## src/hw/rtl/drm_pkg.sv

```systemverilog
`timescale 1ns / 1ps

package drm_pkg;

    localparam int TABLE_DEPTH = 64;
    localparam int TBL_AW      = (TABLE_DEPTH > 1) ? $clog2(TABLE_DEPTH) : 1;

    localparam int COORD_W  = 12;
    localparam int SIZE_W   = 13;
    localparam int END_W    = SIZE_W + 1;
    localparam int SLOT_W   = 6;
    localparam int COUNT_W  = 7;
    localparam int STATUS_W = 3;

    localparam logic CMD_ADD   = 1'b0;
    localparam logic CMD_FLUSH = 1'b1;

    localparam logic [STATUS_W-1:0] ST_MERGED   = 3'd0;
    localparam logic [STATUS_W-1:0] ST_APPENDED = 3'd1;
    localparam logic [STATUS_W-1:0] ST_DROPPED  = 3'd2;
    localparam logic [STATUS_W-1:0] ST_FLUSHED  = 3'd3;
    localparam logic [STATUS_W-1:0] ST_EMPTY    = 3'd4;

    typedef struct packed {
        logic [COORD_W-1:0] x;
        logic [COORD_W-1:0] y;
        logic [SIZE_W-1:0]  w;
        logic [SIZE_W-1:0]  h;
    } box_t;

    localparam int BOX_W = $bits(box_t);

    typedef struct packed {
        logic                touch;
        box_t                bbox;
    } geom_t;

    typedef struct packed {
        logic [STATUS_W-1:0] status;
        logic [SLOT_W-1:0]   slot;
        box_t                box;
        logic                last;
    } res_t;

    typedef struct packed {
        logic              rd_en;
        logic [TBL_AW-1:0] rd_addr;
        logic              wr_en;
        logic [TBL_AW-1:0] wr_addr;
        box_t              wr_data;
    } mem_req_t;

endpackage

```

## src/hw/rtl/drm_in_if.sv

```systemverilog
`timescale 1ns / 1ps

interface drm_in_if;
    import drm_pkg::*;

    logic               valid;
    logic               ready;
    logic               cmd;
    logic [COORD_W-1:0] rect_x;
    logic [COORD_W-1:0] rect_y;
    logic [COORD_W-1:0] rect_w;
    logic [COORD_W-1:0] rect_h;

    modport source (output valid, cmd, rect_x, rect_y, rect_w, rect_h, input ready);
    modport sink   (input valid, cmd, rect_x, rect_y, rect_w, rect_h, output ready);
endinterface

```

## src/hw/rtl/drm_out_if.sv

```systemverilog
`timescale 1ns / 1ps

interface drm_out_if;
    import drm_pkg::*;

    logic                valid;
    logic                ready;
    logic [STATUS_W-1:0] status;
    logic [SLOT_W-1:0]   slot;
    logic [COORD_W-1:0]  out_x;
    logic [COORD_W-1:0]  out_y;
    logic [SIZE_W-1:0]   out_w;
    logic [SIZE_W-1:0]   out_h;
    logic                last;

    modport source (output valid, status, slot, out_x, out_y, out_w, out_h, last,
                    input ready);
    modport sink   (input valid, status, slot, out_x, out_y, out_w, out_h, last,
                    output ready);
endinterface

```

## src/hw/rtl/dirty_rectangle_merger_top.sv

```systemverilog
`timescale 1ns / 1ps

// Damage rectangle tracker with a 64-entry table held in one synchronous RAM.
// Channel req takes one word per command: cmd add brings rect_x/y/w/h, cmd flush
// ignores them. Channel rsp returns result words with status, slot, the
// rectangle and last; last marks the final word caused by a command.
// An add scans the stored entries one per cycle through the RAM read port and
// merges into the first entry it touches, or appends; on a full table the
// rectangle is dropped. A flush emits every entry in order (read, then load
// of the output register) and empties the table; an empty table gives one word.
// One command is worked on at a time; req.ready is high while the block is idle.
// The output register lets a new command be taken while the last word waits.
// When rsp stalls, the block holds its next word and stops until it is taken.
// Reset empties the table at once; the RAM contents are not cleared.
module dirty_rectangle_merger_top (
    input  logic      clk,
    input  logic      rst_n,
    drm_in_if.sink    req,
    drm_out_if.source rsp
);
    import drm_pkg::*;

    mem_req_t         mem;
    logic [BOX_W-1:0] rd_word;

    drm_seq u_seq (
        .clk     (clk),
        .rst_n   (rst_n),
        .req     (req),
        .rsp     (rsp),
        .mem     (mem),
        .rd_data (box_t'(rd_word))
    );

    drm_ram #(
        .WIDTH (BOX_W),
        .DEPTH (TABLE_DEPTH)
    ) u_ram (
        .clk     (clk),
        .rd_en   (mem.rd_en),
        .rd_addr (mem.rd_addr),
        .rd_data (rd_word),
        .wr_en   (mem.wr_en),
        .wr_addr (mem.wr_addr),
        .wr_data (mem.wr_data)
    );

    a_no_rw_overlap: assert property (@(posedge clk) disable iff (!rst_n)
        !(mem.rd_en && mem.wr_en))
        else $error("table read and write issued in the same cycle");

    a_one_at_a_time: assert property (@(posedge clk) disable iff (!rst_n)
        req.valid && req.ready |=> !req.ready)
        else $error("new command taken while one is still in progress");

    a_last_on_single: assert property (@(posedge clk) disable iff (!rst_n)
        rsp.valid && rsp.status != ST_FLUSHED |-> rsp.last)
        else $error("single-word result without last");

    a_write_then_idle: assert property (@(posedge clk) disable iff (!rst_n)
        mem.wr_en |=> !req.ready)
        else $error("table write not followed by a result word");

endmodule

```

## src/hw/rtl/drm_ram.sv

```systemverilog
`timescale 1ns / 1ps

module drm_ram #(
    parameter int WIDTH  = 8,
    parameter int DEPTH  = 16,
    parameter int ADDR_W = (DEPTH > 1) ? $clog2(DEPTH) : 1
) (
    input  logic              clk,
    input  logic              rd_en,
    input  logic [ADDR_W-1:0] rd_addr,
    output logic [WIDTH-1:0]  rd_data,
    input  logic              wr_en,
    input  logic [ADDR_W-1:0] wr_addr,
    input  logic [WIDTH-1:0]  wr_data
);

    logic [WIDTH-1:0] mem_reg [DEPTH];
    logic [WIDTH-1:0] rd_data_reg;

    always_ff @(posedge clk)
    begin
        if (wr_en)
        begin
            mem_reg[wr_addr] <= wr_data;
        end
        if (rd_en)
        begin
            rd_data_reg <= mem_reg[rd_addr];
        end
    end

    assign rd_data = rd_data_reg;

endmodule

```

## src/hw/rtl/drm_geom.sv

```systemverilog
`timescale 1ns / 1ps

module drm_geom (
    input  drm_pkg::box_t  a,
    input  drm_pkg::box_t  b,
    output drm_pkg::geom_t res
);
    import drm_pkg::*;

    logic [END_W-1:0] ax, ay, bx, by;
    logic [END_W-1:0] a_right, a_bottom, b_right, b_bottom;
    logic [END_W-1:0] min_x, min_y, max_r, max_b;

    always_comb
    begin
        ax       = END_W'(a.x);
        ay       = END_W'(a.y);
        bx       = END_W'(b.x);
        by       = END_W'(b.y);
        a_right  = ax + END_W'(a.w);
        a_bottom = ay + END_W'(a.h);
        b_right  = bx + END_W'(b.w);
        b_bottom = by + END_W'(b.h);

        // Edges are inclusive, so rectangles that only touch count as overlapping.
        res.touch = (ax <= b_right) && (bx <= a_right) &&
                    (ay <= b_bottom) && (by <= a_bottom);

        min_x = (ax < bx) ? ax : bx;
        min_y = (ay < by) ? ay : by;
        max_r = (a_right > b_right) ? a_right : b_right;
        max_b = (a_bottom > b_bottom) ? a_bottom : b_bottom;

        res.bbox.x = COORD_W'(min_x);
        res.bbox.y = COORD_W'(min_y);
        res.bbox.w = SIZE_W'(max_r - min_x);
        res.bbox.h = SIZE_W'(max_b - min_y);
    end

endmodule

```

## src/hw/rtl/drm_seq.sv

```systemverilog
`timescale 1ns / 1ps

module drm_seq (
    input  logic              clk,
    input  logic              rst_n,
    drm_in_if.sink            req,
    drm_out_if.source         rsp,
    output drm_pkg::mem_req_t mem,
    input  drm_pkg::box_t     rd_data
);
    import drm_pkg::*;

    typedef enum logic [4:0] {
        S_IDLE  = 5'b00001,
        S_SCAN  = 5'b00010,
        S_MERGE = 5'b00100,
        S_FLUSH = 5'b01000,
        S_EMIT  = 5'b10000
    } state_t;

    state_t              state_reg, state_next;
    logic [COUNT_W-1:0]  count_reg, count_next;
    logic [TBL_AW-1:0]   idx_reg, idx_next;
    box_t                item_reg, item_next;
    res_t                pend_reg, pend_next;
    res_t                out_reg, out_next;
    logic                out_valid_reg, out_valid_next;

    box_t                in_box;
    geom_t               geom;
    logic [COUNT_W-1:0]  idx_inc;
    logic                at_end;
    logic                out_free;

    drm_geom u_geom (
        .a   (item_reg),
        .b   (rd_data),
        .res (geom)
    );

    always_comb
    begin
        in_box.x = req.rect_x;
        in_box.y = req.rect_y;
        in_box.w = SIZE_W'(req.rect_w);
        in_box.h = SIZE_W'(req.rect_h);
        idx_inc  = COUNT_W'(idx_reg) + COUNT_W'(1);
        at_end   = (idx_inc == count_reg);
        out_free = !out_valid_reg || rsp.ready;
    end

    // A write is never issued in the same cycle as a read, and every later read
    // of the table comes in a later cycle than the write.
    always_comb
    begin
        state_next     = state_reg;
        count_next     = count_reg;
        idx_next       = idx_reg;
        item_next      = item_reg;
        pend_next      = pend_reg;
        out_next       = out_reg;
        out_valid_next = out_valid_reg;
        mem.rd_en      = 1'b0;
        mem.rd_addr    = idx_reg;
        mem.wr_en      = 1'b0;
        mem.wr_addr    = idx_reg;
        mem.wr_data    = item_reg;

        if (out_valid_reg && rsp.ready)
        begin
            out_valid_next = 1'b0;
        end

        case (state_reg)
            S_IDLE:
            begin
                if (req.valid)
                begin
                    item_next = in_box;
                    if (req.cmd == CMD_FLUSH)
                    begin
                        if (count_reg == '0)
                        begin
                            pend_next  = '{status: ST_EMPTY, slot: '0, box: '0, last: 1'b1};
                            state_next = S_EMIT;
                        end
                        else
                        begin
                            mem.rd_en   = 1'b1;
                            mem.rd_addr = '0;
                            idx_next    = '0;
                            state_next  = S_FLUSH;
                        end
                    end
                    else if (count_reg == COUNT_W'(TABLE_DEPTH))
                    begin
                        pend_next  = '{status: ST_DROPPED, slot: '0, box: in_box, last: 1'b1};
                        state_next = S_EMIT;
                    end
                    else if (count_reg == '0)
                    begin
                        mem.wr_en   = 1'b1;
                        mem.wr_addr = '0;
                        mem.wr_data = in_box;
                        pend_next   = '{status: ST_APPENDED, slot: '0, box: in_box, last: 1'b1};
                        count_next  = COUNT_W'(1);
                        state_next  = S_EMIT;
                    end
                    else
                    begin
                        mem.rd_en   = 1'b1;
                        mem.rd_addr = '0;
                        idx_next    = '0;
                        state_next  = S_SCAN;
                    end
                end
            end

            S_SCAN:
            begin
                // The read for the next entry is issued while this one is compared;
                // on a hit it is held back so that the read data stays put.
                if (geom.touch)
                begin
                    state_next = S_MERGE;
                end
                else if (at_end)
                begin
                    mem.wr_en   = 1'b1;
                    mem.wr_addr = count_reg[TBL_AW-1:0];
                    mem.wr_data = item_reg;
                    pend_next   = '{status: ST_APPENDED, slot: SLOT_W'(count_reg),
                                    box: item_reg, last: 1'b1};
                    count_next  = count_reg + COUNT_W'(1);
                    state_next  = S_EMIT;
                end
                else
                begin
                    mem.rd_en   = 1'b1;
                    mem.rd_addr = idx_inc[TBL_AW-1:0];
                    idx_next    = idx_inc[TBL_AW-1:0];
                end
            end

            S_MERGE:
            begin
                mem.wr_en   = 1'b1;
                mem.wr_addr = idx_reg;
                mem.wr_data = geom.bbox;
                pend_next   = '{status: ST_MERGED, slot: SLOT_W'(idx_reg),
                                box: geom.bbox, last: 1'b1};
                state_next  = S_EMIT;
            end

            S_FLUSH:
            begin
                pend_next = '{status: ST_FLUSHED, slot: SLOT_W'(idx_reg),
                              box: rd_data, last: at_end};
                if (at_end)
                begin
                    count_next = '0;
                end
                state_next = S_EMIT;
            end

            S_EMIT:
            begin
                if (out_free)
                begin
                    out_next       = pend_reg;
                    out_valid_next = 1'b1;
                    if (pend_reg.last)
                    begin
                        state_next = S_IDLE;
                    end
                    else
                    begin
                        mem.rd_en   = 1'b1;
                        mem.rd_addr = idx_inc[TBL_AW-1:0];
                        idx_next    = idx_inc[TBL_AW-1:0];
                        state_next  = S_FLUSH;
                    end
                end
            end

            default:
            begin
                state_next = S_IDLE;
            end
        endcase
    end

    always_ff @(posedge clk or negedge rst_n)
    begin
        if (!rst_n)
        begin
            state_reg     <= S_IDLE;
            count_reg     <= '0;
            out_valid_reg <= 1'b0;
        end
        else
        begin
            state_reg     <= state_next;
            count_reg     <= count_next;
            out_valid_reg <= out_valid_next;
        end
    end

    always_ff @(posedge clk)
    begin
        idx_reg  <= idx_next;
        item_reg <= item_next;
        pend_reg <= pend_next;
        out_reg  <= out_next;
    end

    assign req.ready  = (state_reg == S_IDLE);
    assign rsp.valid  = out_valid_reg;
    assign rsp.status = out_reg.status;
    assign rsp.slot   = out_reg.slot;
    assign rsp.out_x  = out_reg.box.x;
    assign rsp.out_y  = out_reg.box.y;
    assign rsp.out_w  = out_reg.box.w;
    assign rsp.out_h  = out_reg.box.h;
    assign rsp.last   = out_reg.last;

endmodule
```

## src/flat_wrapper.sv

```systemverilog
// flat-port wrapper written by rule: the top's interface ports become plain ports
module dirty_rectangle_merger_top_flat import drm_pkg::*;
  (clk, rst_n, req_valid, req_cmd, req_rect_x, req_rect_y, req_rect_w, req_rect_h, req_ready, rsp_valid, rsp_status, rsp_slot, rsp_out_x, rsp_out_y, rsp_out_w, rsp_out_h, rsp_last, rsp_ready);
  drm_in_if req_i ();
  drm_out_if rsp_i ();
  input  logic clk;
  input  logic rst_n;
  input wire logic [$bits(req_i.valid)-1:0] req_valid;
  input wire logic [$bits(req_i.cmd)-1:0] req_cmd;
  input wire logic [$bits(req_i.rect_x)-1:0] req_rect_x;
  input wire logic [$bits(req_i.rect_y)-1:0] req_rect_y;
  input wire logic [$bits(req_i.rect_w)-1:0] req_rect_w;
  input wire logic [$bits(req_i.rect_h)-1:0] req_rect_h;
  output wire logic [$bits(req_i.ready)-1:0] req_ready;
  output wire logic [$bits(rsp_i.valid)-1:0] rsp_valid;
  output wire logic [$bits(rsp_i.status)-1:0] rsp_status;
  output wire logic [$bits(rsp_i.slot)-1:0] rsp_slot;
  output wire logic [$bits(rsp_i.out_x)-1:0] rsp_out_x;
  output wire logic [$bits(rsp_i.out_y)-1:0] rsp_out_y;
  output wire logic [$bits(rsp_i.out_w)-1:0] rsp_out_w;
  output wire logic [$bits(rsp_i.out_h)-1:0] rsp_out_h;
  output wire logic [$bits(rsp_i.last)-1:0] rsp_last;
  input wire logic [$bits(rsp_i.ready)-1:0] rsp_ready;
  assign req_i.valid = req_valid;
  assign req_i.cmd = req_cmd;
  assign req_i.rect_x = req_rect_x;
  assign req_i.rect_y = req_rect_y;
  assign req_i.rect_w = req_rect_w;
  assign req_i.rect_h = req_rect_h;
  assign req_ready = req_i.ready;
  assign rsp_valid = rsp_i.valid;
  assign rsp_status = rsp_i.status;
  assign rsp_slot = rsp_i.slot;
  assign rsp_out_x = rsp_i.out_x;
  assign rsp_out_y = rsp_i.out_y;
  assign rsp_out_w = rsp_i.out_w;
  assign rsp_out_h = rsp_i.out_h;
  assign rsp_last = rsp_i.last;
  assign rsp_i.ready = rsp_ready;
  dirty_rectangle_merger_top u_core (.clk(clk), .rst_n(rst_n), .req(req_i), .rsp(rsp_i));
endmodule
```

## config.mk

```make
export PLATFORM = sky130hd
export DESIGN_NAME = dirty_rectangle_merger_top_flat
export DESIGN_NICKNAME = d
export VERILOG_FILES = /design/src/hw/rtl/drm_pkg.sv /design/src/hw/rtl/drm_in_if.sv /design/src/hw/rtl/drm_out_if.sv /design/src/hw/rtl/dirty_rectangle_merger_top.sv /design/src/hw/rtl/drm_ram.sv /design/src/hw/rtl/drm_geom.sv /design/src/hw/rtl/drm_seq.sv /design/src/flat_wrapper.sv
export SDC_FILE = /design/constraint.sdc
export NUM_CORES = 2
export LEC_CHECK = 0
export ABC_AREA = 1
export BUFFER_PORTS_ARGS = -buffer_cell sky130_fd_sc_hd__buf_2
export CORE_ASPECT_RATIO = 0.75
export CORE_MARGIN = 2
export CORE_UTILIZATION = 50
export CTS_CLUSTER_SIZE = 24
export DETAILED_ROUTE_END_ITERATION = 7
export HOLD_SLACK_MARGIN = 0.06
export PLACE_DENSITY = 0.74
export SYNTH_ARGS = -nofsm -noshare
export SYNTH_HDL_FRONTEND = slang
export SYNTH_SLANG_ARGS = --single-unit
```

## constraint.sdc

```tcl
create_clock -name clk -period 12.4 [get_ports clk]
set_clock_uncertainty 0.15 [all_clocks]
set_input_delay 1.24 -clock clk [delete_from_list [all_inputs] [get_ports clk]]
set_output_delay 1.24 -clock clk [all_outputs]
set_load 0.1 [all_outputs]
```

Word-level counts from Yosys, hierarchy flattened
Memories as Yosys holds them, arrays and structs flattened. A register that Yosys moved wholly into a read port is not among the register bits.
Index checks and enable logic that the tools add are counted.
- logic and storage cells: 134
- input port bits: 53
- RAM bits: 3200
- memories kept: 1
- output and inout port bits: 62
- register bits: 187
- $lt $le $gt $ge: 8
- multiplexer cells: 57
- equal/unequal tests: 21
- $add $sub $neg: 8
- reductions and logical operators: 17
- memory list (name ; depth ; width ; read ports ; clocked after memory_dff ; write ports ; RTL line ; text):
    u_core.u_ram.mem_reg ; 64 ; 50 ; 1 ; 1 ; 1 ; drm_ram.sv:17 ; logic [WIDTH-1:0] mem_reg [DEPTH];
- operators by type and width (kind ; number):
    60-bit 2-to-1 mux ; 7
    60-bit one-hot mux with 4 select lines ; 1
    64-bit 2-to-1 mux ; 3
    57-bit 2-to-1 mux ; 3
    57-bit one-hot mux with 3 select lines ; 1
    7-bit 2-to-1 mux ; 12
    12-bit by 14-bit <= comparator with 1-bit output ; 4
    6-bit 2-to-1 mux ; 8
    7-bit one-hot mux with 3 select lines ; 2
    5-bit 2-to-1 mux ; 8
    12-bit by 13-bit adder with 14-bit output ; 2
    13-bit by 14-bit greater-than comparator with 1-bit output ; 2
    12-bit by 12-bit adder with 13-bit output ; 2
    13-bit 2-to-1 mux ; 2
    13-bit subtractor ; 2
    12-bit < comparator ; 2
    12-bit 2-to-1 mux ; 2
    5-bit one-hot mux with 4 select lines ; 1
    2-bit != test (second input constant) ; 9
    6-bit one-hot mux with 3 select lines ; 1
    8-bit AND reduction ; 1
    6-bit by 1-bit adder with 7-bit output (second input constant) ; 1
    7-bit by 1-bit adder with 7-bit output (second input constant) ; 1
    7-bit equality test ; 1
    other kinds (23) ; 33

Depth between registers and ports, before layout
- depth in word-level cells: 9
- mapped depth: 50

Modules after synthesis
Synthesis repeated with hierarchy kept, for this count alone.
- cell total of the unflattened synthesis: 12413
- area, all modules: 144855.2 sq um
- modules (own cells, without submodules) (module ; area each (sq um) ; times used ; cells each ; sequential area each (sq um)):
    drm_ram ; 129630.6 ; 1 ; 10530 ; 97593.6
    drm_seq ; 8893.5 ; 1 ; 883 ; 5551.6
    drm_geom ; 6331.1 ; 1 ; 1000 ; 0.0

Least setup slack after synthesis
Ideal clock, no wire load.
- path kind: reg-to-reg
- from: register u_core.u_seq.item_reg[38] in the netlist's numbering
- to: register u_core.u_seq.pend_reg[0] in the netlist's numbering (enable)
- path buffers: 0
- clock period less this slack: 7599 ps
- required time: 11698 ps
- library setup time: 552 ps
- setup slack: 4801 ps
- arrival: 6897 ps
- cell stages (with the launch flop): 28
- path through: edfxtp_1 > ha_1 > inv_1 > fa_1 > inv_1 > nand3_1 > nand3_1 > xor2_1 > inv_1 > ha_1 > nand2_1 > nor2_1 > nand2_1 > nand3_1 > nand2_1 > nand2_1 > nand2_1 > nand2_1 > nand2_1 > nand2_1 > nand3_1 > nand2_1 > nand2_2 > nand4_4 > nor2_4 > inv_1 > nand2_1 > nor3_1
- longest elaborated chain between the ends: 7
- RTL lines (item ; RTL line ; text):
    start, declared ; drm_seq.sv:24 ; box_t item_reg, item_next;
    start signal, assigned ; drm_seq.sv:212 ; item_reg <= item_next;
    12-bit by 12-bit adder with 13-bit output ; drm_geom.sv:20 ; a_right = ax + END_W'(a.w);
    12-bit by 14-bit <= comparator with 1-bit output ; drm_geom.sv:26 ; res.touch = (ax <= b_right) && (bx <= a_right) &&
    1-bit logical AND (*) (2 in a row) ; drm_geom.sv:26 ;
    1-bit logical AND (*) ; drm_geom.sv:27 ; (ay <= b_bottom) && (by <= a_bottom);
    2-bit != test (no source line) (*) ; - ;
    6-bit AND reduction (no source line) (*) ; - ;
    end signal, assigned ; drm_seq.sv:213 ; pend_reg <= pend_next;
    end, declared ; drm_seq.sv:25 ; res_t pend_reg, pend_next;
Mark *: on every way between the ends. The rest lies on a longest branch, timed or not.
A chain may end at the register's enable or synchronous reset.

==> results.yml <==
sta:
  hold_violations: 0
  maxSlewViolCount: 0
  rsz0062_at_grt: "no"
  slew_headroom_pct: 0.265
  period_minus_slack_ns: 8.97
  fmax_mhz: 111
  tns_ns: 0
  fin_crit_sh_pct: 72.4
  worst_pin_slew_ns: 1.48
  final-setup-viol-count: 0
drt:
  drc: 2
  vias: 107000
  drt_iter0_markers: 21300
  ant_nets: 0
  avgRoutedWirePerCell_um: 28.2
  viasPerCell: 6.46
  wirelength_um: 467000
  first_pass_iters: 8
clock_network:
  hold_buffers: 0
  path_clk_slew_ns: 0.06
  cts_tree: "yes"
  h-tree-depth: 5
  clk_latency_ns: 0.91
  postCtsSetupBuffers: 0
  cts_root_buf: "clkbuf_16"
  cts_buffer_depth: 4
  numClockSinks: 3437
  cts_buffers: 314
  cts_resized: 0
logic_synthesis:
  synth_ff_type: "edfxtp_1"
  synthTopCellsByArea: "edfxtp_1, nand3_1, nand2_1"
  yosysWarnings: 0
  synth_top_area_share_pct: 69.8
  async_flop_share_pct: 0.378
  synth_commonest_cells: "nand3_1, edfxtp_1, nand2_1, buf_2, inv_1"
  ys_types: 57
  yosysSeqAreaShare_pct: 70.0
  avgSynthCellArea_um2: 11.6
  yosysMostFrequentCell: "nand3_1"
  synthCells: 12700
  syn_nets: 12900
  synthDominantAreaCellType: "edfxtp_1"
  synth_edf_count: 3424
  ys_seq_elements: 3437
  netlist_area_um2: 147000
worst_setup_path:
  critPathMaxStageDelay_ns: 0.95
  worstPathRequired_ns: 12.79
  critical_path_class: "flop to flop"
  endpoint_kind: "flop"
  crit_family: "simple AND/OR/NAND/NOR gates"
  cp_slowest_cell: "inv_2"
  crit_path_frequent_cell: "nand2_1"
  path_buf_inv: 8
  cp.arrival_ns: 9.36
  crit_fanout: 64
  critPathLaunchType: "flop"
layout:
  nFillCells: 23600
  largest_reg_flops: 3200
  syn_to_final_growth_pct: 9.58
  finalNonFillerCells: 16600
  drive_above_1_share_pct: 7.31
  nets: 12600
floorplanning:
  row_count: 172
  die_x_um: 631
  die_height_um: 474
  initial_utilization_pct: 50.3
  core_area_um2: 293000
  die_area_um2: 299000
  num_io_pins: 115
placed_design:
  place_inst: 16000
  portBuffers: 114
  gp_congestion: 0.949
  dpl.hpwl_um: 252000
run:
  maxCapViolCount: 1
worst_hold_path:
  hold_class: "input pin to async pin"
global_route:
  grt_overflow: 0
  grt_pass1_wl_um: 673000
  antenna_found_initial: 32
  grt_start_max_net_pins: 178
  first_global_vias: 97600
  gr-usage-all-layers_pct: 30.5
outcome:
  violations: "design-rule violations, max-capacitance violations"
  status: "complete, but fails checks"
==> stage by stage <==
| stage | cell area (um2) | setup slack, ns | utilization (%) | hold slack [ns] |
|---|---|---|---|---|
| 2_1_floorplan | 147000 | 4.80 | - | 0.250 |
| 3_3_place_gp | 152000 | 3.73 | 51.8 | 0.251 |
| 3_5_place_dp | 152000 | 3.78 | 51.8 | 0.255 |
| 4_1_cts | 161000 | 3.76 | 55.1 | 0.136 |
| 5_1_grt | 161000 | 2.71 | 55.1 | 0.170 |
| 6_report | 161000 | 3.43 | 55.1 | 0.173 |
==> cells in the final DEF (no fill, tap or decap), types with 5 or more instances in the layout <==
| cell type | instances |
|---|---|
| dfrtp_1 | 12 |
| clkinvlp_4 | 9 |
| inv_2 | 5 |
| edfxtp_1 | 3424 |
| fa_1 | 6 |
| o21ai_0 | 140 |
| o21ai_4 | 19 |
| buf_2 | 114 |
| a21oi_1 | 136 |
| xor2_1 | 25 |
| nand3_4 | 10 |
| inv_1 | 332 |
| o22ai_1 | 58 |
| nor3_1 | 11 |
| nor2_1 | 135 |
| o31ai_1 | 5 |
| clkbuf_1 | 60 |
| diode_2 | 9 |
| nand3_2 | 16 |
| buf_12 | 32 |
| clkinv_1 | 65 |
| buf_4 | 204 |
| clkbuf_16 | 324 |
| o21bai_1 | 14 |
| ha_1 | 150 |
| nor2_4 | 68 |
| or2_2 | 5 |
| nand3_1 | 4718 |
| xnor2_1 | 7 |
| nand4_1 | 32 |
| nand2_1 | 2317 |
| bufinv_16 | 24 |
| o211ai_1 | 36 |
| inv_6 | 9 |
| clkinv_2 | 49 |
==> metal layers <==
layer | vias up | global-route usage, % | share of wire, %
met5 | - | 0 | 0.027
met2 | 8719 | 42.8 | 42
met1 | 51400 | 44.5 | 38
li1 | 45700 | - | -
met4 | 18 | 11.7 | 4.2
met3 | 1150 | 9.12 | 16
==> logic make-up (layout without fill, tap and decap cells) <==
family / count (synthesis) / in the layout / synth area share [%]
compound gates: 441 / 441 / 1.71
xor+xnor: 32 / 32 / 0.190
fa+ha+maj: 156 / 156 / 1.36
buf+inv: 1262 / 1239 / 3.85
flops: 3437 / 3437 / 70.0
other cells: 0 / 9 / 0
simple gates: 7337 / 7337 / 22.9
==> worst register-to-register path, delay by kind of cell (launching register included) <==
family,cells,cell delay (ns)
buffers and inverters,8,1.88
AND/OR/NAND/NOR,26,3.50
flip-flops,1,0.42
adder cells (fa/ha/maj),5,1.67
AO/OA/AOI/OAI,6,0.95
==> layout make-up <==
class / count / area, um2 / area share (%)
diodes: 9 / 22.5 / 0.0140
flip-flops and latches: 3437 / 103000 / 63.9
repair buffers: 350 / 2740 / 1.70
clock inverters: 158 / 1430 / 0.884
well taps: 3915 / 4900 / 3.03
clock buffers: 387 / 8370 / 5.19
inverters: 344 / 1310 / 0.813
multi-input cells: 7966 / 39500 / 24.5
==> worst paths after layout <==
kind | from | end | slack [ns] | cells past startpoint
worst max-delay path | u_core.u_ram.rd_data[26] | u_core.u_ram.mem_reg[30][12] | 3.43 | 45
worst min-delay path | rst_n | u_core.u_seq.rsp.valid | 0.17 | 1
worst max register to register | u_core.u_ram.rd_data[26] | u_core.u_ram.mem_reg[30][12] | 3.43 | 45
worst min register to register | u_core.u_seq.pend_reg[14] | u_core.u_seq.rsp.out_w[0] | 0.27 | 0
max in group asynchronous | rst_n | u_core.u_seq.count_reg[3] | 11.56 | 1
min in group clk | u_core.u_seq.pend_reg[14] | u_core.u_seq.rsp.out_w[0] | 0.27 | 0
Power is not shown: default switching activity piles up to over one toggle a cycle in this logic, so the estimate is an artifact.
